## src/rtl/core/sssl_pkg.sv

```systemverilog
// shared types and constants of the sparse stack snapshot lookup
`default_nettype none

package sssl_pkg;

    // table geometry
    localparam int TABLE_DEPTH = 1024;
    localparam int IDX_W       = $clog2(TABLE_DEPTH);
    localparam int CNT_W       = $clog2(TABLE_DEPTH + 1);

    // request kinds
    localparam logic [1:0] FN_LOAD    = 2'd0;
    localparam logic [1:0] FN_CLEAR   = 2'd1;
    localparam logic [1:0] FN_READ    = 2'd2;
    localparam logic [1:0] FN_RECOVER = 2'd3;

    // near-stack window and frame step
    localparam logic [63:0] NEAR_BELOW = 64'd1024;
    localparam logic [63:0] NEAR_SPAN  = 64'd16778240;
    localparam logic [31:0] FRAME_STEP = 32'd8;

    typedef struct packed {
        logic [1:0]  func;
        logic [63:0] address;
        logic [31:0] frame_ptr;
        logic [31:0] stack_ptr;
        logic [15:0] entry_offset;
        logic [31:0] entry_value;
    } item_t;

    typedef struct packed {
        logic [31:0] value;
        logic        found;
        logic [31:0] new_frame_ptr;
        logic [31:0] new_stack_ptr;
        logic        in_stack;
        logic        table_full;
    } res_t;

    // table port: one write and one read per cycle
    typedef struct packed {
        logic             wr_en;
        logic [IDX_W-1:0] wr_idx;
        logic [15:0]      wr_offset;
        logic [31:0]      wr_word;
        logic             rd_en;
        logic [IDX_W-1:0] rd_idx;
    } tbl_req_t;

    typedef struct packed {
        logic [15:0] offset;
        logic [31:0] word;
    } tbl_rsp_t;

endpackage

`default_nettype wire

```

## src/rtl/core/sssl_engine.sv

```systemverilog
// request sequencer: table append, clear and lower-bound binary search
`default_nettype none

module sssl_engine (
    input  wire                aclk,
    input  wire                aresetn,
    input  wire                req_valid,
    output logic               req_ready,
    input  sssl_pkg::item_t    req_item,
    input  wire [63:0]         stack_top,
    output logic               res_valid,
    input  wire                res_ready,
    output sssl_pkg::res_t     res,
    output sssl_pkg::tbl_req_t tbl_req,
    input  sssl_pkg::tbl_rsp_t tbl_rsp
);
    import sssl_pkg::*;

    localparam logic [2:0] ST_IDLE  = 3'd0;
    localparam logic [2:0] ST_START = 3'd1;
    localparam logic [2:0] ST_PROBE = 3'd2;
    localparam logic [2:0] ST_HIT   = 3'd3;
    localparam logic [2:0] ST_NEXT  = 3'd4;
    localparam logic [2:0] ST_DONE  = 3'd5;

    logic [2:0]       state_reg, state_next;
    logic [CNT_W-1:0] count_reg, count_next;
    logic [1:0]       func_reg, func_next;
    logic [31:0]      fp_reg, fp_next;
    logic [31:0]      sp_reg, sp_next;
    logic [63:0]      diff_reg, diff_next;
    logic [15:0]      key_reg, key_next;
    logic [CNT_W-1:0] lo_reg, lo_next;
    logic [CNT_W-1:0] hi_reg, hi_next;
    logic [31:0]      word_i_reg, word_i_next;
    logic [15:0]      off_i_reg, off_i_next;
    res_t             res_reg, res_next;

    logic             accept;
    logic [CNT_W:0]   sum_cur;
    logic [CNT_W-1:0] mid_cur;
    logic [CNT_W-1:0] lo_probe, hi_probe;
    logic [CNT_W:0]   sum_probe;
    logic [CNT_W-1:0] mid_probe;
    logic [CNT_W-1:0] lo_plus1;
    logic [63:0]      base_addr;
    logic [63:0]      near_diff;
    logic             is_recover;

    assign req_ready = (state_reg == ST_IDLE);
    assign accept    = req_valid && req_ready;
    assign res_valid = (state_reg == ST_DONE);
    assign res       = res_reg;

    // current probe point and the narrowed range after its compare
    assign sum_cur   = {1'b0, lo_reg} + {1'b0, hi_reg};
    assign mid_cur   = sum_cur[CNT_W:1];
    assign lo_probe  = (tbl_rsp.offset < key_reg) ? mid_cur + CNT_W'(1) : lo_reg;
    assign hi_probe  = (tbl_rsp.offset < key_reg) ? hi_reg : mid_cur;
    assign sum_probe = {1'b0, lo_probe} + {1'b0, hi_probe};
    assign mid_probe = sum_probe[CNT_W:1];
    assign lo_plus1  = lo_reg + CNT_W'(1);

    assign base_addr  = (req_item.func == FN_READ) ? req_item.address
                                                   : {32'd0, req_item.frame_ptr};
    assign near_diff  = diff_reg + NEAR_BELOW;
    assign is_recover = (func_reg == FN_RECOVER);

    // sequencer; writes happen only in idle and reads only after it, so
    // the two table ports never touch the same entry in one cycle
    always_comb begin
        state_next  = state_reg;
        count_next  = count_reg;
        func_next   = func_reg;
        fp_next     = fp_reg;
        sp_next     = sp_reg;
        diff_next   = diff_reg;
        key_next    = key_reg;
        lo_next     = lo_reg;
        hi_next     = hi_reg;
        word_i_next = word_i_reg;
        off_i_next  = off_i_reg;
        res_next    = res_reg;
        tbl_req     = '0;
        tbl_req.wr_idx    = count_reg[IDX_W-1:0];
        tbl_req.wr_offset = req_item.entry_offset;
        tbl_req.wr_word   = req_item.entry_value;

        unique case (state_reg)
            ST_IDLE: begin
                if (accept) begin
                    func_next = req_item.func;
                    fp_next   = req_item.frame_ptr;
                    sp_next   = req_item.stack_ptr;
                    diff_next = base_addr - stack_top;
                    res_next  = '0;
                    case (req_item.func)
                        FN_LOAD: begin
                            if (count_reg < CNT_W'(TABLE_DEPTH)) begin
                                tbl_req.wr_en = 1'b1;
                                count_next    = count_reg + CNT_W'(1);
                            end else begin
                                res_next.table_full = 1'b1;
                            end
                            state_next = ST_DONE;
                        end
                        FN_CLEAR: begin
                            count_next = '0;
                            state_next = ST_DONE;
                        end
                        default: begin
                            state_next = ST_START;
                        end
                    endcase
                end
            end
            ST_START: begin
                // miss defaults, then the first probe at the middle
                res_next = '0;
                if (is_recover) begin
                    res_next.new_frame_ptr = fp_reg;
                    res_next.new_stack_ptr = sp_reg;
                end else begin
                    res_next.in_stack = (near_diff < NEAR_SPAN);
                end
                key_next = diff_reg[17:2];
                lo_next  = '0;
                hi_next  = count_reg;
                if (diff_reg[31] || (count_reg == '0)) begin
                    state_next = ST_DONE;
                end else begin
                    tbl_req.rd_en  = 1'b1;
                    tbl_req.rd_idx = count_reg[IDX_W:1];
                    state_next     = ST_PROBE;
                end
            end
            ST_PROBE: begin
                lo_next = lo_probe;
                hi_next = hi_probe;
                if (lo_probe < hi_probe) begin
                    tbl_req.rd_en  = 1'b1;
                    tbl_req.rd_idx = mid_probe[IDX_W-1:0];
                end else if (lo_probe < count_reg) begin
                    tbl_req.rd_en  = 1'b1;
                    tbl_req.rd_idx = lo_probe[IDX_W-1:0];
                    state_next     = ST_HIT;
                end else begin
                    state_next = ST_DONE;
                end
            end
            ST_HIT: begin
                state_next = ST_DONE;
                if (tbl_rsp.offset == key_reg) begin
                    if (!is_recover) begin
                        res_next.value = tbl_rsp.word;
                        res_next.found = 1'b1;
                    end else if (lo_plus1 < count_reg) begin
                        // fetch the following entry for the return address
                        word_i_next    = tbl_rsp.word;
                        off_i_next     = tbl_rsp.offset;
                        tbl_req.rd_en  = 1'b1;
                        tbl_req.rd_idx = lo_plus1[IDX_W-1:0];
                        state_next     = ST_NEXT;
                    end
                end
            end
            ST_NEXT: begin
                if ({1'b0, tbl_rsp.offset} == ({1'b0, off_i_reg} + 17'd1)) begin
                    res_next.value         = tbl_rsp.word;
                    res_next.found         = 1'b1;
                    res_next.new_frame_ptr = word_i_reg;
                    res_next.new_stack_ptr = fp_reg + FRAME_STEP;
                end
                state_next = ST_DONE;
            end
            ST_DONE: begin
                if (res_ready) begin
                    state_next = ST_IDLE;
                end
            end
            default: begin
                state_next = ST_IDLE;
            end
        endcase
    end

    // control state
    always_ff @(posedge aclk) begin
        if (!aresetn) begin
            state_reg <= ST_IDLE;
            count_reg <= '0;
        end else begin
            state_reg <= state_next;
            count_reg <= count_next;
        end
    end

    // working registers
    always_ff @(posedge aclk) begin
        func_reg   <= func_next;
        fp_reg     <= fp_next;
        sp_reg     <= sp_next;
        diff_reg   <= diff_next;
        key_reg    <= key_next;
        lo_reg     <= lo_next;
        hi_reg     <= hi_next;
        word_i_reg <= word_i_next;
        off_i_reg  <= off_i_next;
        res_reg    <= res_next;
    end

endmodule

`default_nettype wire

```

## config.mk

```make
export PLATFORM = sky130hd
export DESIGN_NAME = sssl_engine
export DESIGN_NICKNAME = d
export VERILOG_FILES = /design/src/rtl/core/sssl_pkg.sv /design/src/rtl/core/sssl_engine.sv
export SDC_FILE = /design/constraint.sdc
export NUM_CORES = 1
export LEC_CHECK = 0
export BUFFER_PORTS_ARGS = -buffer_cell sky130_fd_sc_hd__buf_2
export CORE_MARGIN = 5
export CORE_UTILIZATION = 45
export DETAILED_ROUTE_END_ITERATION = 8
export PLACE_DENSITY = 0.68
export SLEW_MARGIN = 20
export SYNTH_ARGS = -nofsm -noshare
export SYNTH_HDL_FRONTEND = slang
export SYNTH_SLANG_ARGS = --single-unit
export TNS_END_PERCENT = 10
```

## constraint.sdc

```tcl
create_clock -name aclk -period 16.4 [get_ports aclk]
set_input_delay 3.28 -clock aclk [delete_from_list [all_inputs] [get_ports aclk]]
set_output_delay 3.28 -clock aclk [all_outputs]
set_load 0.01 [all_outputs]
```

==> flow_summary.json <==
{
  "post_route_cells_drive_above_1_share_pct": 22.2,
  "synth-edff-count": 313,
  "setup-tns-final_ns": 0,
  "powerDensity_mw_per_mm2": 115,
  "cts_tree": "yes",
  "dpl-instance-area_mm2": 0.0223,
  "grt_max_degree": 73,
  "r2r_slack_ns": 10.91,
  "hold_viol": 0,
  "routabilityCongestion": 0.940,
  "synth_common_cells": "313 x edfxtp_1, 143 x nand2_1, 135 x inv_1",
  "grt_usage_pct": 24.1,
  "critPathCapture": "tbl_req[9]",
  "netlist_top_cells_area": "edfxtp_1 46%, ha_1 8.2%, xnor2_1 4.0%",
  "cap_violations": 0,
  "run_status": "complete, no violations",
  "cp-start-kind": "input pin",
  "synth_cells": 1911,
  "critPathLaunch": "tbl_rsp[46]",
  "synth.distinct_cells": 82,
  "worst-path-max-fanout": 36,
  "r2r_start": "lo_reg[0]",
  "grt_pass1_wl_mm": 93.7,
  "end_kind": "output port",
  "syn_area_mm2": 0.0203,
  "synth_top_area_share_pct": 46.4,
  "ys_ff_latch": 327,
  "postCtsSetupBuffers": 0,
  "pin_count": 465,
  "fin_area_mm2": 0.0235,
  "clockBufferDepth": 3,
  "syn_nets": 2340,
  "cp.required_ns": 13.12,
  "drc_errors": 0,
  "grt_antenna_before_repair": 7,
  "die_area_mm2": 0.0494,
  "grt_pass1_vias": 15906,
  "place_hpwl_mm": 49.0,
  "detail-route-antenna-nets": 0,
  "drt_first_pass_iters": 7,
  "fp-row-count": 77,
  "initial_utilization_pct": 45.6,
  "die_w_um": 222,
  "r2r_end": "state_reg[2]",
  "grt.overflow.total": 0,
  "finalNetCount": 2637,
  "clkTransAtPathRegs_ns": 0.06,
  "largest_reg_flops": 99,
  "min-delay-path-class": "reg2reg",
  "finalCritPeriodShare_pct": 67.3,
  "avgSynthCellArea_um2": 10.6,
  "syn_to_final_growth_pct": 16.1,
  "post_cts_resized": 0,
  "core-area_mm2": 0.0444,
  "max_freq_ghz": 0.0906,
  "ir_worst_vdd_uv": 74.1,
  "crit_type": "in2out",
  "r2r_cells": 18,
  "clock_skew_ns": 0.0238,
  "wl_per_cell_um": 22.1,
  "yosysMostFrequentCell": "edfxtp_1",
  "slew_headroom_pct": 25.5,
  "ys_seq_area_share_pct": 47.8,
  "die_h_um": 222,
  "htreeDepth": 2,
  "cts_hold_buf": 0,
  "via_per_inst": 5.66,
  "p_leak_nw": 9.98,
  "slew_viol_final": 0,
  "routed_wl_mm": 62.7,
  "period_needed_ns": 11.04,
  "via_count": 16010,
  "clk_latency_ns": 0.56,
  "setup_viol": 0,
  "arrival_ns": 7.76,
  "clock_sinks": 327,
  "yosys_warnings": 0,
  "io_buffers": 368,
  "cts_made_buffers": 38,
  "tightest_slew_ns": 1.12,
  "synth_top_area_cell": "edfxtp_1",
  "dr.first_iter.drc_count": 1623,
  "cts-root-buf": "clkbuf_16",
  "rsz0062_at_grt": "false",
  "ys_async_sr_fraction_pct": 0,
  "synth_flop_cell": "edfxtp_1"
}
stage by stage:
step	utilization, %	std cells	setup WS (ns)	hold WS, ns	total power, mW
2_1_floorplan	-	1911	5.83	0.400	1.63
3_3_place_gp	50.1	2759	5.49	0.408	1.86
3_5_place_dp	50.1	2759	5.39	0.407	1.88
4_1_cts	52.9	2826	5.38	0.421	2.71
5_1_grt	53.0	2831	4.97	0.423	2.83
6_report	53.0	2831	5.36	0.421	2.70
layer usage:
| metal | part of all wire (%) | GRT usage [%] | up-vias |
|---|---|---|---|
| met4 | 2.7 | 6.96 | 4 |
| met1 | 40 | 31.2 | 7671 |
| met2 | 50 | 41.5 | 713 |
| met5 | 0.054 | 0 | - |
| li1 | - | - | 7523 |
| met3 | 7.5 | 4.71 | 99 |
layout by cell type (no fill, tap or decap), types with 5 or more instances in the layout:
master and instances:
buf_2 368, edfxtp_1 313, nand2_1 143, inv_1 134, ha_1 133, a21oi_1 114, o21ai_0 101, xnor2_1 92
and2_1 81, nor2_1 79, xor2_1 59, a21o_1 55, nand3_1 55, nand4_1 46, clkbuf_16 39, a22o_1 38
mux2_2 33, and3_1 31, nor3_1 24, nand2b_1 21, nor2b_1 17, mux2i_1 15, nor4_1 15, o21a_1 14
dfxtp_1 14, o21bai_1 12, a22oi_1 12, a31oi_1 11, buf_4 11, or3_1 8, clkbuf_1 8, a211o_1 7
o21ai_1 7, o31ai_1 7, a211oi_1 7, clkinv_1 7, o211ai_1 6, a41oi_1 5
kinds of logic after synthesis:
kind of cell,Yosys count,share of synthesized area [%]
xor+xnor,154,6.80
compound gates,441,14.5
fa+ha+maj,135,8.41
buf+inv,258,5.93
flops,327,47.8
simple gates,547,14.0
mux,49,2.63
power by group:
group          total, mW  switching, mW  internal (mW)
registers           1.11         0.0499           1.06
clock network      0.831          0.346          0.485
logic              0.760          0.468          0.292
total               2.70          0.864           1.84
how the worst min path moves through the flow:
| stage | start | slack (ns) | depth (start not counted) | endpoint |
|---|---|---|---|---|
| after floorplan | diff_reg[2] | 0.40 | 0 | key_reg[0] |
| after global placement | diff_reg[3] | 0.41 | 0 | key_reg[1] |
| after global routing | diff_reg[3] | 0.42 | 0 | key_reg[1] |
| after detailed placement | diff_reg[3] | 0.41 | 0 | key_reg[1] |
| after CTS | diff_reg[3] | 0.42 | 0 | key_reg[1] |
| final | diff_reg[7] | 0.42 | 0 | key_reg[5] |
worst max-delay path, stage by stage:
cell	delay [ns]
buf_2	0.13
ha_1	0.31
nand4_1	0.16
nor3_1	0.43
a211o_1	0.20
buf_4	0.40
nor2_1	0.10
a21oi_1	0.23
inv_1	0.14
ha_1	0.39
nor2b_1	0.17
o21ai_0	0.15
nand2b_1	0.10
a21o_1	0.19
a21o_1	0.19
a21o_1	0.18
a21oi_1	0.26
o21bai_1	0.10
a21oi_1	0.16
xnor2_1	0.17
o211ai_2	0.12
buf_2	0.16
cell type report:
type | count | area, um2
diodes | 4 | 10.0
clock buffers | 47 | 1010
clock inverters | 20 | 203
fillers | 3960 | 20900
inverters | 135 | 509
multi-input cells | 1326 | 9420
flip-flops and latches | 327 | 9680
well taps | 592 | 741
repair buffers | 380 | 1950
Power figures use the tool's default switching activity.
